$ cat config.mk
export PLATFORM = sky130hd
export DESIGN_NAME = canonical_huffman_decoder_unit_flat
export DESIGN_NICKNAME = d
export VERILOG_FILES = /design/src/hdl/chd_pkg.sv /design/src/hdl/chd_if.sv /design/src/hdl/canonical_huffman_decoder_unit.sv /design/src/hdl/chd_len_table.sv /design/src/hdl/chd_sym_ram.sv /design/src/hdl/chd_match_unit.sv /design/src/flat_wrapper.sv
export VERILOG_INCLUDE_DIRS = /design/src /design/src/hdl
export SDC_FILE = /design/constraint.sdc
export NUM_CORES = 2
export LEC_CHECK = 0
export ABC_CLOCK_PERIOD_IN_PS = 12060
export BUFFER_PORTS_ARGS = -buffer_cell sky130_fd_sc_hd__buf_2
export CORE_MARGIN = 3
export CORE_UTILIZATION = 40
export DETAILED_ROUTE_END_ITERATION = 16
export HOLD_SLACK_MARGIN = 0.08
export PLACE_DENSITY = 0.54
export SETUP_SLACK_MARGIN = 0.2
export SKIP_CTS_REPAIR_TIMING = 1
export SLEW_MARGIN = 20
export SYNTH_ARGS = -nofsm -noshare
export SYNTH_HDL_FRONTEND = slang
export SYNTH_SLANG_ARGS = --single-unit
$ cat constraint.sdc
create_clock -name clk -period 12.06 [get_ports clk]
set_input_delay 0.603 -clock clk [delete_from_list [all_inputs] [get_ports clk]]
set_output_delay 0.603 -clock clk [all_outputs]
set_load 0.005 [all_outputs]
$ cat src/hdl/assert_macros.svh
// Assertion macros used by the decoder top-level RTL file.
`ifndef ASSERT_MACROS_SVH
`define ASSERT_MACROS_SVH

// A property that must hold at every clock edge outside reset.
`define CHD_ASSERT_ALWAYS(lbl, prop, msg) \
    lbl: assert property (@(posedge clk) disable iff (!rst_n) (prop)) else $error(msg);

// An implication checked in the same cycle.
`define CHD_ASSERT_IMPLY(lbl, ante, cons, msg) \
    lbl: assert property (@(posedge clk) disable iff (!rst_n) (ante) |-> (cons)) else $error(msg);

// An implication checked in the cycle after the antecedent.
`define CHD_ASSERT_NEXT(lbl, ante, cons, msg) \
    lbl: assert property (@(posedge clk) disable iff (!rst_n) (ante) |=> (cons)) else $error(msg);

`endif

$ cat src/hdl/chd_pkg.sv
// Types and constants of the canonical Huffman decoder.
package chd_pkg;

    // Fixed field widths.
    localparam int OPC_W      = 2;
    localparam int SYM_W      = 8;
    localparam int LEN_W      = 6;
    localparam int BYTE_W     = 8;
    localparam int PAD_W      = 3;
    localparam int BIT_IDX_W  = 3;
    localparam int LEN_CMP_W  = 7;

    // Configuration port.
    localparam int APB_ADDR_W = 3;
    localparam int APB_DATA_W = 32;
    localparam int REG_SEL_BIT = 2;
    localparam logic REG_IDX_LEAD_PAD = 1'b0;

    // Input operation codes.
    typedef enum logic [OPC_W-1:0] {
        OP_CLEAR = 2'd0,
        OP_LOAD  = 2'd1,
        OP_DATA  = 2'd2
    } chd_opcode_t;

    // Sequencer states.
    typedef enum logic [2:0] {
        ST_IDLE,
        ST_LOAD_WR,
        ST_BIT,
        ST_CMP,
        ST_SYM,
        ST_FLUSH
    } chd_state_t;

    // Control of the per-length table.
    typedef struct packed {
        logic clear_all;
        logic rd_en;
        logic wr_en;
        logic wr_first;
    } chd_tbl_ctl_t;

endpackage

$ cat src/hdl/chd_if.sv
// Handshake channels of the decoder: command items in, result items out.
interface chd_cmd_if;
    logic                          valid;
    logic                          ready;
    logic [chd_pkg::OPC_W-1:0]     opcode;
    logic [chd_pkg::SYM_W-1:0]     entry_symbol;
    logic [chd_pkg::LEN_W-1:0]     entry_length;
    logic [chd_pkg::BYTE_W-1:0]    data_byte;

    modport source (
        output valid, opcode, entry_symbol, entry_length, data_byte,
        input  ready
    );
    modport sink (
        input  valid, opcode, entry_symbol, entry_length, data_byte,
        output ready
    );
endinterface

interface chd_res_if;
    logic                          valid;
    logic                          ready;
    logic [chd_pkg::SYM_W-1:0]     symbol;
    logic                          error;
    logic                          last;

    modport source (
        output valid, symbol, error, last,
        input  ready
    );
    modport sink (
        input  valid, symbol, error, last,
        output ready
    );
endinterface

$ cat src/hdl/canonical_huffman_decoder_unit.sv
// Top level of the canonical Huffman decoder: sequencer, registers and ports.
//
//   channel | dir | handshake          | carries
//   cmd     | in  | valid/ready        | opcode, entry_symbol, entry_length, data_byte
//   res     | out | valid/ready        | symbol, error, last
//   apb     | in  | psel/penable/pready| lead_pad_bits at byte address 0
//
// A clear item is done in ST_IDLE; a load item reads the table in ST_IDLE, then writes
// it in ST_LOAD_WR. A data byte is accepted in ST_IDLE, then each bit takes a table read
// in ST_BIT and a range compare in ST_CMP, plus a symbol read in ST_SYM when the bit
// completes a code, or ST_BIT alone when it overruns the longest code; ST_FLUSH closes it.
// Reset empties the length table at once through its valid bits; no clearing pass.
// A result waits in a holding register, so the last one can be marked, then in the
// output register; the sequencer stalls when a new result finds both still full.
`include "assert_macros.svh"

module canonical_huffman_decoder_unit #(
    parameter int MAX_CODE_LEN  = 32,
    parameter int ALPHABET_SIZE = 256
) (
    input  logic                                clk,
    input  logic                                rst_n,
    chd_cmd_if.sink                             cmd,
    chd_res_if.source                           res,
    input  logic                                psel,
    input  logic                                penable,
    input  logic                                pwrite,
    input  logic [chd_pkg::APB_ADDR_W-1:0]      paddr,
    input  logic [chd_pkg::APB_DATA_W-1:0]      pwdata,
    output logic [chd_pkg::APB_DATA_W-1:0]      prdata,
    output logic                                pready
);

    localparam int CW   = MAX_CODE_LEN;
    localparam int ALW  = $clog2(MAX_CODE_LEN + 1);
    localparam int SW   = $clog2(ALPHABET_SIZE);
    localparam int CNTW = $clog2(ALPHABET_SIZE + 1);
    localparam int LCW  = chd_pkg::LEN_CMP_W;
    localparam int BIW  = chd_pkg::BIT_IDX_W;

    // Control state.
    chd_pkg::chd_state_t          state_reg, state_next;
    logic [chd_pkg::PAD_W-1:0]    pad_reg, pad_next;
    logic                         first_pend_reg, first_pend_next;
    logic [CW-1:0]                next_code_reg, next_code_next;
    logic [ALW-1:0]               prev_len_reg, prev_len_next;
    logic [CNTW-1:0]              loaded_reg, loaded_next;
    logic [CW-1:0]                acc_reg, acc_next;
    logic [ALW-1:0]               acc_len_reg, acc_len_next;
    logic [BIW-1:0]               bit_idx_reg, bit_idx_next;
    logic                         pend_valid_reg, pend_valid_next;
    logic                         out_valid_reg, out_valid_next;

    // Payload registers.
    logic [chd_pkg::BYTE_W-1:0]   byte_reg, byte_next;
    logic [chd_pkg::SYM_W-1:0]    ld_sym_reg, ld_sym_next;
    logic [chd_pkg::LEN_W-1:0]    ld_len_reg, ld_len_next;
    logic [chd_pkg::SYM_W-1:0]    pend_sym_reg, pend_sym_next;
    logic                         pend_err_reg, pend_err_next;
    logic [chd_pkg::SYM_W-1:0]    out_sym_reg, out_sym_next;
    logic                         out_err_reg, out_err_next;
    logic                         out_last_reg, out_last_next;

    // Table and unit connections.
    chd_pkg::chd_tbl_ctl_t        tbl_ctl;
    logic [ALW-1:0]               tbl_rd_addr;
    logic [CW-1:0]                tbl_first;
    logic [SW-1:0]                tbl_base;
    logic [CNTW-1:0]              tbl_count;
    logic                         sym_wr_en;
    logic                         sym_rd_en;
    logic [chd_pkg::SYM_W-1:0]    sym_rd_data;
    logic                         hit;
    logic [SW-1:0]                hit_index;

    // Load checks.
    logic [LCW-1:0]               ld_len_ext;
    logic [LCW-1:0]               cmd_len_ext;
    logic [LCW-1:0]               shift_amt;
    logic [ALW-1:0]               ld_len_addr;
    logic [CW-1:0]                ones_below_prev;
    logic [CW-1:0]                ld_code;
    logic                         ld_full;
    logic                         ld_bad_len;
    logic                         ld_overflow;
    logic                         ld_ok;

    // Decode step signals.
    logic                         cfg_write;
    logic                         out_free;
    logic                         res_ok;
    logic                         at_max;
    logic                         emit_req;
    logic [chd_pkg::SYM_W-1:0]    emit_sym;
    logic                         emit_err;
    logic                         advance;

    // Configuration port.
    assign pready    = 1'b1;
    assign cfg_write = psel && penable && pwrite && pready
                       && (paddr[chd_pkg::REG_SEL_BIT] == chd_pkg::REG_IDX_LEAD_PAD);
    assign prdata    = (paddr[chd_pkg::REG_SEL_BIT] == chd_pkg::REG_IDX_LEAD_PAD)
                       ? chd_pkg::APB_DATA_W'(pad_reg) : '0;

    // Channel outputs.
    assign cmd.ready  = (state_reg == chd_pkg::ST_IDLE);
    assign res.valid  = out_valid_reg;
    assign res.symbol = out_sym_reg;
    assign res.error  = out_err_reg;
    assign res.last   = out_last_reg;

    // Canonical code of the entry being loaded, and whether it is accepted.
    // The next code fits its length unless the previous code was all ones.
    always_comb
    begin
        ld_len_ext      = LCW'(ld_len_reg);
        cmd_len_ext     = LCW'(cmd.entry_length);
        ld_len_addr     = ld_len_ext[ALW-1:0];
        shift_amt       = ld_len_ext - LCW'(prev_len_reg);
        ones_below_prev = ~({CW{1'b1}} << prev_len_reg);
        ld_full         = (loaded_reg >= CNTW'(ALPHABET_SIZE));
        ld_bad_len      = (ld_len_ext == '0) || (ld_len_ext > LCW'(MAX_CODE_LEN))
                          || (ld_len_ext < LCW'(prev_len_reg));
        ld_overflow     = (loaded_reg != '0) && (next_code_reg == ones_below_prev);
        ld_code         = (loaded_reg == '0) ? '0
                          : ((next_code_reg + CW'(1)) << shift_amt);
        ld_ok           = !ld_full && !ld_bad_len && !ld_overflow;
    end

    // Sequencer: next state and datapath controls.
    always_comb
    begin
        state_next      = state_reg;
        pad_next        = pad_reg;
        first_pend_next = first_pend_reg;
        next_code_next  = next_code_reg;
        prev_len_next   = prev_len_reg;
        loaded_next     = loaded_reg;
        acc_next        = acc_reg;
        acc_len_next    = acc_len_reg;
        bit_idx_next    = bit_idx_reg;
        pend_valid_next = pend_valid_reg;
        out_valid_next  = out_valid_reg;
        byte_next       = byte_reg;
        ld_sym_next     = ld_sym_reg;
        ld_len_next     = ld_len_reg;
        pend_sym_next   = pend_sym_reg;
        pend_err_next   = pend_err_reg;
        out_sym_next    = out_sym_reg;
        out_err_next    = out_err_reg;
        out_last_next   = out_last_reg;

        tbl_ctl     = '0;
        tbl_rd_addr = '0;
        sym_wr_en   = 1'b0;
        sym_rd_en   = 1'b0;
        emit_req    = 1'b0;
        emit_sym    = '0;
        emit_err    = 1'b0;
        advance     = 1'b0;

        out_free = !out_valid_reg || res.ready;
        res_ok   = !pend_valid_reg || out_free;
        at_max   = (acc_len_reg == ALW'(MAX_CODE_LEN));

        if (cfg_write)
        begin
            pad_next = pwdata[chd_pkg::PAD_W-1:0];
        end

        if (out_valid_reg && res.ready)
        begin
            out_valid_next = 1'b0;
        end

        unique case (state_reg)
            chd_pkg::ST_IDLE:
            begin
                if (cmd.valid)
                begin
                    unique case (chd_pkg::chd_opcode_t'(cmd.opcode))
                        chd_pkg::OP_CLEAR:
                        begin
                            tbl_ctl.clear_all = 1'b1;
                            next_code_next    = '0;
                            prev_len_next     = '0;
                            loaded_next       = '0;
                            acc_next          = '0;
                            acc_len_next      = '0;
                            first_pend_next   = 1'b1;
                        end
                        chd_pkg::OP_LOAD:
                        begin
                            ld_sym_next    = cmd.entry_symbol;
                            ld_len_next    = cmd.entry_length;
                            tbl_ctl.rd_en  = 1'b1;
                            tbl_rd_addr    = cmd_len_ext[ALW-1:0];
                            state_next     = chd_pkg::ST_LOAD_WR;
                        end
                        chd_pkg::OP_DATA:
                        begin
                            byte_next       = cmd.data_byte;
                            bit_idx_next    = first_pend_reg
                                              ? (BIW'(7) - BIW'(pad_reg)) : BIW'(7);
                            first_pend_next = 1'b0;
                            state_next      = chd_pkg::ST_BIT;
                        end
                        default:
                        begin
                        end
                    endcase
                end
            end

            // Table data for the entry's length is now registered.
            chd_pkg::ST_LOAD_WR:
            begin
                if (ld_ok)
                begin
                    tbl_ctl.wr_en    = 1'b1;
                    tbl_ctl.wr_first = (tbl_count == '0);
                    sym_wr_en        = 1'b1;
                    loaded_next      = loaded_reg + CNTW'(1);
                    next_code_next   = ld_code;
                    prev_len_next    = ld_len_addr;
                end
                state_next = chd_pkg::ST_IDLE;
            end

            // Shift in one bit, or report a code that grew too long.
            chd_pkg::ST_BIT:
            begin
                if (at_max)
                begin
                    if (res_ok)
                    begin
                        emit_req     = 1'b1;
                        emit_err     = 1'b1;
                        acc_next     = '0;
                        acc_len_next = '0;
                        advance      = 1'b1;
                    end
                end
                else
                begin
                    acc_next      = (acc_reg << 1) | CW'(byte_reg[bit_idx_reg]);
                    acc_len_next  = acc_len_reg + ALW'(1);
                    tbl_ctl.rd_en = 1'b1;
                    tbl_rd_addr   = acc_len_reg + ALW'(1);
                    state_next    = chd_pkg::ST_CMP;
                end
            end

            // Range compare against the current length.
            chd_pkg::ST_CMP:
            begin
                if (hit)
                begin
                    sym_rd_en    = 1'b1;
                    acc_next     = '0;
                    acc_len_next = '0;
                    state_next   = chd_pkg::ST_SYM;
                end
                else
                begin
                    advance = 1'b1;
                end
            end

            // Symbol read data is valid; hold it until the result can move.
            chd_pkg::ST_SYM:
            begin
                if (res_ok)
                begin
                    emit_req = 1'b1;
                    emit_sym = sym_rd_data;
                    advance  = 1'b1;
                end
            end

            // The held result is the final one of this item.
            chd_pkg::ST_FLUSH:
            begin
                if (!pend_valid_reg)
                begin
                    state_next = chd_pkg::ST_IDLE;
                end
                else if (out_free)
                begin
                    out_valid_next  = 1'b1;
                    out_sym_next    = pend_sym_reg;
                    out_err_next    = pend_err_reg;
                    out_last_next   = 1'b1;
                    pend_valid_next = 1'b0;
                    state_next      = chd_pkg::ST_IDLE;
                end
            end

            default:
            begin
                state_next = chd_pkg::ST_IDLE;
            end
        endcase

        // A new result is held back one step so that the last one can be marked.
        if (emit_req)
        begin
            if (pend_valid_reg)
            begin
                out_valid_next = 1'b1;
                out_sym_next   = pend_sym_reg;
                out_err_next   = pend_err_reg;
                out_last_next  = 1'b0;
            end
            pend_valid_next = 1'b1;
            pend_sym_next   = emit_sym;
            pend_err_next   = emit_err;
        end

        // Move to the next bit of the byte, or close the item.
        if (advance)
        begin
            if (bit_idx_reg == '0)
            begin
                state_next = chd_pkg::ST_FLUSH;
            end
            else
            begin
                bit_idx_next = bit_idx_reg - BIW'(1);
                state_next   = chd_pkg::ST_BIT;
            end
        end
    end

    // Control registers.
    always_ff @(posedge clk or negedge rst_n)
    begin
        if (!rst_n)
        begin
            state_reg      <= chd_pkg::ST_IDLE;
            pad_reg        <= '0;
            first_pend_reg <= 1'b1;
            next_code_reg  <= '0;
            prev_len_reg   <= '0;
            loaded_reg     <= '0;
            acc_reg        <= '0;
            acc_len_reg    <= '0;
            bit_idx_reg    <= '0;
            pend_valid_reg <= 1'b0;
            out_valid_reg  <= 1'b0;
        end
        else
        begin
            state_reg      <= state_next;
            pad_reg        <= pad_next;
            first_pend_reg <= first_pend_next;
            next_code_reg  <= next_code_next;
            prev_len_reg   <= prev_len_next;
            loaded_reg     <= loaded_next;
            acc_reg        <= acc_next;
            acc_len_reg    <= acc_len_next;
            bit_idx_reg    <= bit_idx_next;
            pend_valid_reg <= pend_valid_next;
            out_valid_reg  <= out_valid_next;
        end
    end

    // Payload registers.
    always_ff @(posedge clk)
    begin
        byte_reg     <= byte_next;
        ld_sym_reg   <= ld_sym_next;
        ld_len_reg   <= ld_len_next;
        pend_sym_reg <= pend_sym_next;
        pend_err_reg <= pend_err_next;
        out_sym_reg  <= out_sym_next;
        out_err_reg  <= out_err_next;
        out_last_reg <= out_last_next;
    end

    // Per-length table.
    chd_len_table #(
        .MAX_CODE_LEN  (MAX_CODE_LEN),
        .ALPHABET_SIZE (ALPHABET_SIZE)
    ) u_len_table (
        .clk           (clk),
        .rst_n         (rst_n),
        .ctl           (tbl_ctl),
        .wr_addr       (ld_len_addr),
        .wr_first_code (ld_code),
        .wr_base       (loaded_reg[SW-1:0]),
        .wr_count      (tbl_count + CNTW'(1)),
        .rd_addr       (tbl_rd_addr),
        .rd_first_code (tbl_first),
        .rd_base       (tbl_base),
        .rd_count      (tbl_count)
    );

    // Symbols in canonical order.
    chd_sym_ram #(
        .ALPHABET_SIZE (ALPHABET_SIZE)
    ) u_sym_ram (
        .clk     (clk),
        .wr_en   (sym_wr_en),
        .wr_addr (loaded_reg[SW-1:0]),
        .wr_data (ld_sym_reg),
        .rd_en   (sym_rd_en),
        .rd_addr (hit_index),
        .rd_data (sym_rd_data)
    );

    // Shared compare unit, used once per decoded bit.
    chd_match_unit #(
        .MAX_CODE_LEN  (MAX_CODE_LEN),
        .ALPHABET_SIZE (ALPHABET_SIZE)
    ) u_match (
        .code       (acc_reg),
        .first_code (tbl_first),
        .base       (tbl_base),
        .count      (tbl_count),
        .hit        (hit),
        .index      (hit_index)
    );

    // The accumulated code never grows past the longest code.
    `CHD_ASSERT_ALWAYS(a_acc_len_bound, acc_len_reg <= ALW'(MAX_CODE_LEN), "code length overrun")
    // Every held result has left before a new item is taken.
    `CHD_ASSERT_IMPLY(a_idle_no_pend, state_reg == chd_pkg::ST_IDLE, !pend_valid_reg, "result stuck")
    // A match restarts the accumulator and goes on to the symbol read.
    `CHD_ASSERT_NEXT(a_match_restart, (state_reg == chd_pkg::ST_CMP) && hit, (acc_len_reg == '0) && (state_reg == chd_pkg::ST_SYM), "match not taken")
    // The table never holds more entries than the alphabet.
    `CHD_ASSERT_ALWAYS(a_loaded_bound, loaded_reg <= CNTW'(ALPHABET_SIZE), "table overfilled")
    // An error result carries a zero symbol.
    `CHD_ASSERT_IMPLY(a_err_sym_zero, res.valid && res.error, res.symbol == '0, "error symbol nonzero")

endmodule

$ cat src/hdl/chd_len_table.sv
// Per-length table: first code, entry count and base index, registered read.
module chd_len_table #(
    parameter int MAX_CODE_LEN  = 32,
    parameter int ALPHABET_SIZE = 256
) (
    input  logic                                     clk,
    input  logic                                     rst_n,
    input  chd_pkg::chd_tbl_ctl_t                    ctl,
    input  logic [$clog2(MAX_CODE_LEN+1)-1:0]        wr_addr,
    input  logic [MAX_CODE_LEN-1:0]                  wr_first_code,
    input  logic [$clog2(ALPHABET_SIZE)-1:0]         wr_base,
    input  logic [$clog2(ALPHABET_SIZE+1)-1:0]       wr_count,
    input  logic [$clog2(MAX_CODE_LEN+1)-1:0]        rd_addr,
    output logic [MAX_CODE_LEN-1:0]                  rd_first_code,
    output logic [$clog2(ALPHABET_SIZE)-1:0]         rd_base,
    output logic [$clog2(ALPHABET_SIZE+1)-1:0]       rd_count
);

    localparam int DEPTH = MAX_CODE_LEN + 1;
    localparam int CW    = MAX_CODE_LEN;
    localparam int SW    = $clog2(ALPHABET_SIZE);
    localparam int CNTW  = $clog2(ALPHABET_SIZE + 1);

    logic [CW-1:0]   first_mem [DEPTH];
    logic [SW-1:0]   base_mem  [DEPTH];
    logic [CNTW-1:0] count_mem [DEPTH];

    logic [DEPTH-1:0] valid_reg;
    logic [DEPTH-1:0] valid_next;
    logic             rd_valid_reg;
    logic [CW-1:0]    rd_first_reg;
    logic [SW-1:0]    rd_base_reg;
    logic [CNTW-1:0]  rd_count_reg;

    // Valid bits: a clear empties every length at once, a write marks one.
    always_comb
    begin
        valid_next = valid_reg;
        if (ctl.clear_all)
        begin
            valid_next = '0;
        end
        else if (ctl.wr_en)
        begin
            valid_next[wr_addr] = 1'b1;
        end
    end

    always_ff @(posedge clk or negedge rst_n)
    begin
        if (!rst_n)
        begin
            valid_reg    <= '0;
            rd_valid_reg <= 1'b0;
        end
        else
        begin
            valid_reg <= valid_next;
            if (ctl.rd_en)
            begin
                rd_valid_reg <= valid_reg[rd_addr];
            end
        end
    end

    // Memory write port.
    always_ff @(posedge clk)
    begin
        if (ctl.wr_en)
        begin
            count_mem[wr_addr] <= wr_count;
            if (ctl.wr_first)
            begin
                first_mem[wr_addr] <= wr_first_code;
                base_mem[wr_addr]  <= wr_base;
            end
        end
    end

    // Registered read port.
    always_ff @(posedge clk)
    begin
        if (ctl.rd_en)
        begin
            rd_first_reg <= first_mem[rd_addr];
            rd_base_reg  <= base_mem[rd_addr];
            rd_count_reg <= count_mem[rd_addr];
        end
    end

    // A length that was never loaded since the last clear counts as empty.
    assign rd_first_code = rd_first_reg;
    assign rd_base       = rd_base_reg;
    assign rd_count      = rd_valid_reg ? rd_count_reg : '0;

endmodule

$ cat src/hdl/chd_sym_ram.sv
// Symbol memory indexed by canonical order, registered read.
module chd_sym_ram #(
    parameter int ALPHABET_SIZE = 256
) (
    input  logic                                 clk,
    input  logic                                 wr_en,
    input  logic [$clog2(ALPHABET_SIZE)-1:0]     wr_addr,
    input  logic [chd_pkg::SYM_W-1:0]            wr_data,
    input  logic                                 rd_en,
    input  logic [$clog2(ALPHABET_SIZE)-1:0]     rd_addr,
    output logic [chd_pkg::SYM_W-1:0]            rd_data
);

    logic [chd_pkg::SYM_W-1:0] sym_mem [ALPHABET_SIZE];
    logic [chd_pkg::SYM_W-1:0] rd_data_reg;

    // One write port and one read port.
    always_ff @(posedge clk)
    begin
        if (wr_en)
        begin
            sym_mem[wr_addr] <= wr_data;
        end
        if (rd_en)
        begin
            rd_data_reg <= sym_mem[rd_addr];
        end
    end

    assign rd_data = rd_data_reg;

endmodule

$ cat src/hdl/chd_match_unit.sv
// Code match unit: range compare of the accumulated code against one length.
module chd_match_unit #(
    parameter int MAX_CODE_LEN  = 32,
    parameter int ALPHABET_SIZE = 256
) (
    input  logic [MAX_CODE_LEN-1:0]                  code,
    input  logic [MAX_CODE_LEN-1:0]                  first_code,
    input  logic [$clog2(ALPHABET_SIZE)-1:0]         base,
    input  logic [$clog2(ALPHABET_SIZE+1)-1:0]       count,
    output logic                                     hit,
    output logic [$clog2(ALPHABET_SIZE)-1:0]         index
);

    localparam int CW   = MAX_CODE_LEN;
    localparam int SW   = $clog2(ALPHABET_SIZE);
    localparam int CNTW = $clog2(ALPHABET_SIZE + 1);
    localparam int MW   = (CW > CNTW) ? CW : CNTW;

    logic          at_or_above;
    logic [CW-1:0] offset;
    logic [MW-1:0] offset_ext;
    logic [MW-1:0] count_ext;

    // The code matches when it lies in [first, first + count).
    always_comb
    begin
        at_or_above = code >= first_code;
        offset      = code - first_code;
        offset_ext  = MW'(offset);
        count_ext   = MW'(count);
        hit         = at_or_above && (offset_ext < count_ext);
        index       = base + offset_ext[SW-1:0];
    end

endmodule

$ cat src/flat_wrapper.sv
// flat-port wrapper written by rule: the top's interface ports become plain ports
module canonical_huffman_decoder_unit_flat 
#(
    parameter int MAX_CODE_LEN  = 32,
    parameter int ALPHABET_SIZE = 256
)
  (clk, rst_n, psel, penable, pwrite, paddr, pwdata, prdata, pready, cmd_valid, cmd_opcode, cmd_entry_symbol, cmd_entry_length, cmd_data_byte, cmd_ready, res_valid, res_symbol, res_error, res_last, res_ready);
  chd_cmd_if cmd_i ();
  chd_res_if res_i ();
  input  logic clk;
  input  logic rst_n;
  input  logic psel;
  input  logic penable;
  input  logic pwrite;
  input  logic [chd_pkg::APB_ADDR_W-1:0] paddr;
  input  logic [chd_pkg::APB_DATA_W-1:0] pwdata;
  output logic [chd_pkg::APB_DATA_W-1:0] prdata;
  output logic pready;
  input wire logic [$bits(cmd_i.valid)-1:0] cmd_valid;
  input wire logic [$bits(cmd_i.opcode)-1:0] cmd_opcode;
  input wire logic [$bits(cmd_i.entry_symbol)-1:0] cmd_entry_symbol;
  input wire logic [$bits(cmd_i.entry_length)-1:0] cmd_entry_length;
  input wire logic [$bits(cmd_i.data_byte)-1:0] cmd_data_byte;
  output wire logic [$bits(cmd_i.ready)-1:0] cmd_ready;
  output wire logic [$bits(res_i.valid)-1:0] res_valid;
  output wire logic [$bits(res_i.symbol)-1:0] res_symbol;
  output wire logic [$bits(res_i.error)-1:0] res_error;
  output wire logic [$bits(res_i.last)-1:0] res_last;
  input wire logic [$bits(res_i.ready)-1:0] res_ready;
  assign cmd_i.valid = cmd_valid;
  assign cmd_i.opcode = cmd_opcode;
  assign cmd_i.entry_symbol = cmd_entry_symbol;
  assign cmd_i.entry_length = cmd_entry_length;
  assign cmd_i.data_byte = cmd_data_byte;
  assign cmd_ready = cmd_i.ready;
  assign res_valid = res_i.valid;
  assign res_symbol = res_i.symbol;
  assign res_error = res_i.error;
  assign res_last = res_i.last;
  assign res_i.ready = res_ready;
  canonical_huffman_decoder_unit #(.MAX_CODE_LEN(MAX_CODE_LEN), .ALPHABET_SIZE(ALPHABET_SIZE)) u_core (.clk(clk), .rst_n(rst_n), .cmd(cmd_i), .res(res_i), .psel(psel), .penable(penable), .pwrite(pwrite), .paddr(paddr), .pwdata(pwdata), .prdata(prdata), .pready(pready));
endmodule
# --- Word-level counts from Yosys, hierarchy flattened ---
# Memories as Yosys holds them, arrays and structs flattened. A register that Yosys moved wholly into a read port is not among the register bits.
# Index checks and enable logic that the tools add are counted.
op_classes:
  add_sub_neg: 9
  n_bitwise: 4
  mux: 100
  n_lt_le_gt_ge: 9
  eq_ne: 20
  n_reduce_logical: 37
  shift: 2
ops:
  columns: ["operator", "count"]
  rows:
  - ["$mux W32", 7]
  - ["$pmux W32 S3", 1]
  - ["$mux W33", 2]
  - ["$pmux W32 S2", 1]
  - ["$mux W6", 9]
  - ["$mux W3", 14]
  - ["$mux W1", 41]
  - ["$mux W8", 5]
  - ["$mux W9", 4]
  - ["$or A33 B33 Y33", 1]
  - ["$add A32 B1 Y32 const B", 1]
  - ["$eq A32 B32 Y1", 1]
  - ["$ge A32 B32 Y1", 1]
  - ["$lt A32 B9 Y1", 1]
  - ["$not A32 Y32", 1]
  - ["$or A32 B1 Y32", 1]
  - ["$shl A32 B6 Y32 const A", 1]
  - ["$shl A32 B7 Y32", 1]
  - ["$sub A32 B32 Y32", 1]
  - ["$pmux W6 S2", 2]
  - ["$add A9 B1 Y9 const B", 2]
  - ["$logic_not A9 Y1", 2]
  - ["$pmux W6 S3", 1]
  - ["$pmux W9 S2", 1]
  - ["other kinds (47)", 79]
totals:
  mem_bits_rw: 3665
  out_inout_bits: 45
  regBits: 172
  wordCells: 206
  mem_count: 4
  inputBits: 66
mem_list:
  columns: ["memory", "depth", "width", "read_ports", "rd_clocked_by_memory_dff", "write_ports", "line_no", "source"]
  rows:
  - ["u_core.u_sym_ram.sym_mem", 256, 8, 1, 1, 1, "chd_sym_ram.sv:14", "logic [chd_pkg::SYM_W-1:0] sym_mem [ALPHABET_SIZE];"]
  - ["u_core.u_len_table.first_mem", 33, 32, 1, 1, 1, "chd_len_table.sv:24", "logic [CW-1:0] first_mem [DEPTH];"]
  - ["u_core.u_len_table.count_mem", 33, 9, 1, 1, 1, "chd_len_table.sv:26", "logic [CNTW-1:0] count_mem [DEPTH];"]
  - ["u_core.u_len_table.base_mem", 33, 8, 1, 1, 1, "chd_len_table.sv:25", "logic [SW-1:0] base_mem [DEPTH];"]

# --- Depth between registers and ports, before layout ---
depth:
  ltp_word: 11
  ltp_mapped: 21
  mapped_depth_nobuf: 19

# --- Modules after synthesis ---
# Synthesis repeated with hierarchy kept, for this count alone.
hier_totals:
  cells_unflattened: 8502
  area_unflattened_um2: 158178.0
modules_own_cells:
  columns: ["module", "instances", "area_per_inst_um2", "seq_area_each_um2", "cells_each"]
  rows:
  - ["chd_sym_ram", 1, 79636.4, 61739.2, 3733]
  - ["chd_len_table", 1, 65566.6, 50878.8, 3152]
  - ["canonical_huffman_decoder_unit", 1, 10443.8, 3659.8, 1236]
  - ["chd_match_unit", 1, 2531.2, 0.0, 381]

# --- Worst setup path before layout ---
# Ideal clock, no wire load.
synth_timing:
  path_type: "reg2reg"
  start: "register u_core.prev_len_reg[1]"
  end: "memory u_core.u_len_table.base_mem[27][0] (netlist name) (enable)"
  t_arrival_ns: 5.555
  stages_incl_launch_ff: 14
  period_less_slack_ns: 6.042
  required_time_ns: 11.573
  n_path_buf: 2
  setup_ns: 0.487
  slack_ns: 6.018
  path_cell_list: "dfrtp_1 -> clkbuf_1 -> inv_1 -> ha_1 -> nor2b_1 -> o21ai_0 -> a21boi_0 -> o21a_1 -> o21ai_0 -> a211oi_1 -> nand2_1 -> or3_1 -> clkbuf_1 -> nor3_1"
synth_between:
  elab_chain_cells: 11
  elab_cells_between_ends: 15
  classes_between: "1 x order compare; 1 x eq/ne; 1 x shift; 5 x mux; 1 x bitwise; 6 x reduce/logical"
synth_lines:
  columns: ["item", "line_no", "source"]
  rows:
  - ["start: declaration", "canonical_huffman_decoder_unit.sv:46", "logic [ALW-1:0] prev_len_reg, prev_len_next;"]
  - ["start signal: assignment", "canonical_huffman_decoder_unit.sv:358", "prev_len_reg <= prev_len_next;"]
  - ["$shl A32 B6 Y32", "canonical_huffman_decoder_unit.sv:120", "ones_below_prev = ~({CW{1'b1}} << prev_len_reg);"]
  - ["$not A32 Y32", "canonical_huffman_decoder_unit.sv:120", null]
  - ["$eq A32 B32 Y1", "canonical_huffman_decoder_unit.sv:124", "ld_overflow = (loaded_reg != '0) && (next_code_reg == ones_below_prev);"]
  - ["$logic_and A1 B1 Y1", "canonical_huffman_decoder_unit.sv:124", null]
  - ["$logic_not A1 Y1", "canonical_huffman_decoder_unit.sv:127", "ld_ok = !ld_full && !ld_bad_len && !ld_overflow;"]
  - ["$logic_and A1 B1 Y1 (*)", "canonical_huffman_decoder_unit.sv:127", null]
  - ["$mux W2 (*)", "canonical_huffman_decoder_unit.sv:218", "if (ld_ok)"]
  - ["$mux W2 (*)", "canonical_huffman_decoder_unit.sv:176", "unique case (state_reg)"]
  - ["$mux W1", "chd_len_table.sv:72", "if (ctl.wr_first)"]
  - ["$mux W1 (*)", "chd_len_table.sv:69", "if (ctl.wr_en)"]
  - ["$mux W1 (not written as such) (*)", "chd_len_table.sv:75", "base_mem[wr_addr] <= wr_base;"]
  - ["end: declaration", "chd_len_table.sv:25", null]
# Mark *: on every way between the ends. The rest lies on a longest branch, timed or not.

# --- Worst setup path after layout ---
layout_timing:
  start: "register u_core.acc_reg[0]"
  end: "register u_core.u_sym_ram.rd_data_reg, in the netlist u_core.u_sym_ram.rd_data[4] (read register of u_core.u_sym_ram.sym_mem) (data pin)"
layout_between:
  elab_chain_cells: 5
  elab_cells_between_ends: 7
  classes_between: "2 x add/sub; 2 x order compare; 2 x mux; 1 x reduce/logical"
layout_lines:
  columns: ["item", "line_no", "source"]
  rows:
  - ["start: declaration", "canonical_huffman_decoder_unit.sv:48", "logic [CW-1:0] acc_reg, acc_next;"]
  - ["start signal: assignment", "canonical_huffman_decoder_unit.sv:360", "acc_reg <= acc_next;"]
  - ["$sub A32 B32 Y32", "chd_match_unit.sv:28", "offset = code - first_code;"]
  - ["$lt A32 B9 Y1", "chd_match_unit.sv:31", "hit = at_or_above && (offset_ext < count_ext);"]
  - ["$logic_and A1 B1 Y1", "chd_match_unit.sv:31", null]
  - ["$mux W1", "canonical_huffman_decoder_unit.sv:257", "if (hit)"]
  - ["$mux W1", "canonical_huffman_decoder_unit.sv:176", null]
  - ["end: declaration", "chd_sym_ram.sv:15", "logic [chd_pkg::SYM_W-1:0] rd_data_reg;"]
# Parallel ways exist; a longest one is shown, timed or not.
# A chain may end at the register's enable or synchronous reset.

==> metrics.txt <==
Crit. End Element flip-flop; critical path class reg2reg; RSZ-0062 raised after global routing false; Starting DRT DRC Count 10046; Die ar. 0.404 sq mm; crit share post-route 53.8%; Setup TNS 0 ns; max reg flops 2048; Final Skew 0.0632 ns; fin nets 10080; largest net degree at the start of global routing 189; layout cells sized above 1 17.0%; maximum clock path buffer count 4; reg2reg start u_core.acc_reg[0]; Worst Tran Pin Value 1.16 ns; HP Class in2reg; first-pass GRT wire length 639 mm; # rows 230; routability cong. 0.905; Clock Tree Root clkbuf_16; worst r2r dst u_core.u_sym_ram.rd_data[4]; GR peak layer met2; max_cap viols 0; vias in the first global route 86784; H-tree levels 5; Avg Cell Area, Syn 16.2 sq um; Largest Register u_core.u_sym_ram.sym_mem; clock-pin slew on the worst setup and hold paths 0.06 ns; reg2reg path depth 14; wire per inst 28.9 um; worst path required time 12.75 ns; crit-path max FO 139; Vias per Instance 5.75; Routed Antenna Nets 0; number of synthesized flops with an enable pin 3763; final wirelength 449 mm; Seq cells post-synth 3894; status completed; CTS Buf Count 411; area leader, netlist edfxtp_1; Regs by FF count u_core.u_sym_ram.sym_mem: 2048 flops, u_core.u_len_table.first_mem: 1056 flops, u_core.u_len_table.count_mem: 297 flops; Fin. Hold Viols 0; R2R Setup Slk 5.57 ns; vias after detailed routing 89202; crit path time final 6.49 ns; Hold EP u_core.state_reg[1]; die height 635 um; total gr overflow 0; met1 GRT Util 29.7%; Final Slew Violations 0; Synth cell types 88; slew margin rel. 22.6%; count leader, synth edfxtp_1; asr flop ratio synth 3.36%; synth cell count leaders edfxtp_1, nand2_1, mux4_2; Seq/Total Area, Yosys 73.4%; met2 usage 36.1%; top-area cell type share of the netlist area 71.3%; Worst setup SP type flip-flop; Skew-Pair Late Insertion Delay 0.99 ns; Post-DP HPWL 259 mm; most used flip-flop cell after synthesis edfxtp_1; Post-Syn Area 0.158 sq mm; synth top area cells edfxtp_1, mux4_2, nand2_1; Sink Count 3894; final setup violation count 0; drt first pass iters 5; Worst Path Arrival 7.18 ns; WHS Path Cells 3; Synth Warn # 0; P&R area growth vs syn 13.1%; GRT Overall Usage 21.7%; FMAX 154 MHz; min-delay src cmd_valid; DIE WIDTH 635 um; core area 0.393 sq mm; initial antenna violation count 18; CTS tree built; # DRC 0; fillcell total 33698; port buffer count 49; Initial Utilization 40.3%; Post-Syn Instances 9806; GR Layer Usage met3 2.58%; IO Count 111
==> placed cells by master (no fill, tap or decap), types with 41 or more instances in the layout <==
master,n
buf_4,211
a311oi_1,127
clkinv_1,100
ha_1,64
clkinv_2,76
and3_1,111
mux2i_1,69
nand2_1,1685
mux4_2,716
inv_1,81
conb_1,79
dfrtp_1,130
edfxtp_1,3763
nor2_1,435
a31oi_1,109
nand4_1,41
nand3_1,557
clkbuf_1,85
nor3_1,105
a211oi_1,43
buf_2,48
a21oi_1,251
clkbuf_16,418
o21ai_0,142
==> worst max path at each step <==
stage                                              from                            endpoint  slack, ns  cells past startpoint
floorplan                        u_core.prev_len_reg[1]  u_core.u_len_table.base_mem[27][0]       6.02                     13
global placement                      u_core.acc_reg[0]         u_core.u_sym_ram.rd_data[4]       5.41                     11
detailed placement  u_core.u_len_table.rd_first_code[0]         u_core.u_sym_ram.rd_data[4]       5.37                     13
CTS                                   u_core.acc_reg[0]         u_core.u_sym_ram.rd_data[4]       5.32                     11
global route                     u_core.prev_len_reg[2]   u_core.u_len_table.base_mem[3][3]       5.19                     11
finish                                u_core.acc_reg[0]         u_core.u_sym_ram.rd_data[4]       5.57                     14
==> critical path, cell delays in order, from the launching register on <==
cell      delay [ns]
dfrtp_1         0.37
inv_1           0.05
ha_1            0.43
inv_1           0.16
ha_4            0.14
inv_1           0.05
fa_4            1.11
buf_12          0.60
buf_12          0.59
mux4_2          0.46
mux4_2          0.58
mux4_2          0.58
nor2b_1         0.17
a211oi_1        0.55
a21oi_1         0.09
==> cell type report <==
class / instances / area [sq um] / area share (%)
well taps: 5220 / 6530 / 3.65
clock buffers: 507 / 10800 / 6.04
repair buffers: 306 / 2490 / 1.39
flip-flops and latches: 3894 / 116000 / 64.9
inverters: 85 / 319 / 0.178
clock inverters: 256 / 2490 / 1.39
multi-input cells: 5246 / 40200 / 22.5
diodes: 8 / 20.0 / 0.0112
==> through the flow <==
stage	utilization, %	area (sq um)	setup WS, ns	hold slack, ns	std cells
after floorplan	-	159000	6.02	0.307	9883
after global placement	42.0	165000	5.41	0.459	14719
after detailed placement	42.1	165000	5.37	0.469	14721
after CTS	45.4	179000	5.32	-0.517	15484
after global routing	45.5	179000	5.19	0.0832	15515
final	45.5	179000	5.57	0.109	15522
==> routing by layer <==
metal | up-vias | part of all wire (%)
met1 | 46783 | 41
met5 | - | 0.0056
met3 | 698 | 6.4
met4 | 4 | 3.5
li1 | 38354 | -
met2 | 3363 | 49
==> cells by family (layout without fill, tap and decap cells) <==
logic type | Yosys count | count (layout) | synth area share [%]
xor gates and xnor gates | 62 | 62 | 0.343
AOI/OAI and AO/OA | 1012 | 1012 | 4.32
DFF | 3894 | 3894 | 73.4
muxes | 798 | 798 | 10.7
buffers and inverters | 743 | 1154 | 1.90
other | 2 | 87 | 0.00474
adders and majority gates | 71 | 71 | 0.573
and+or+nand+nor | 3224 | 3224 | 8.78
Power is left out: the tool's default activity adds up to more than one toggle a clock period on the data nets, which glitch-free logic cannot reach.
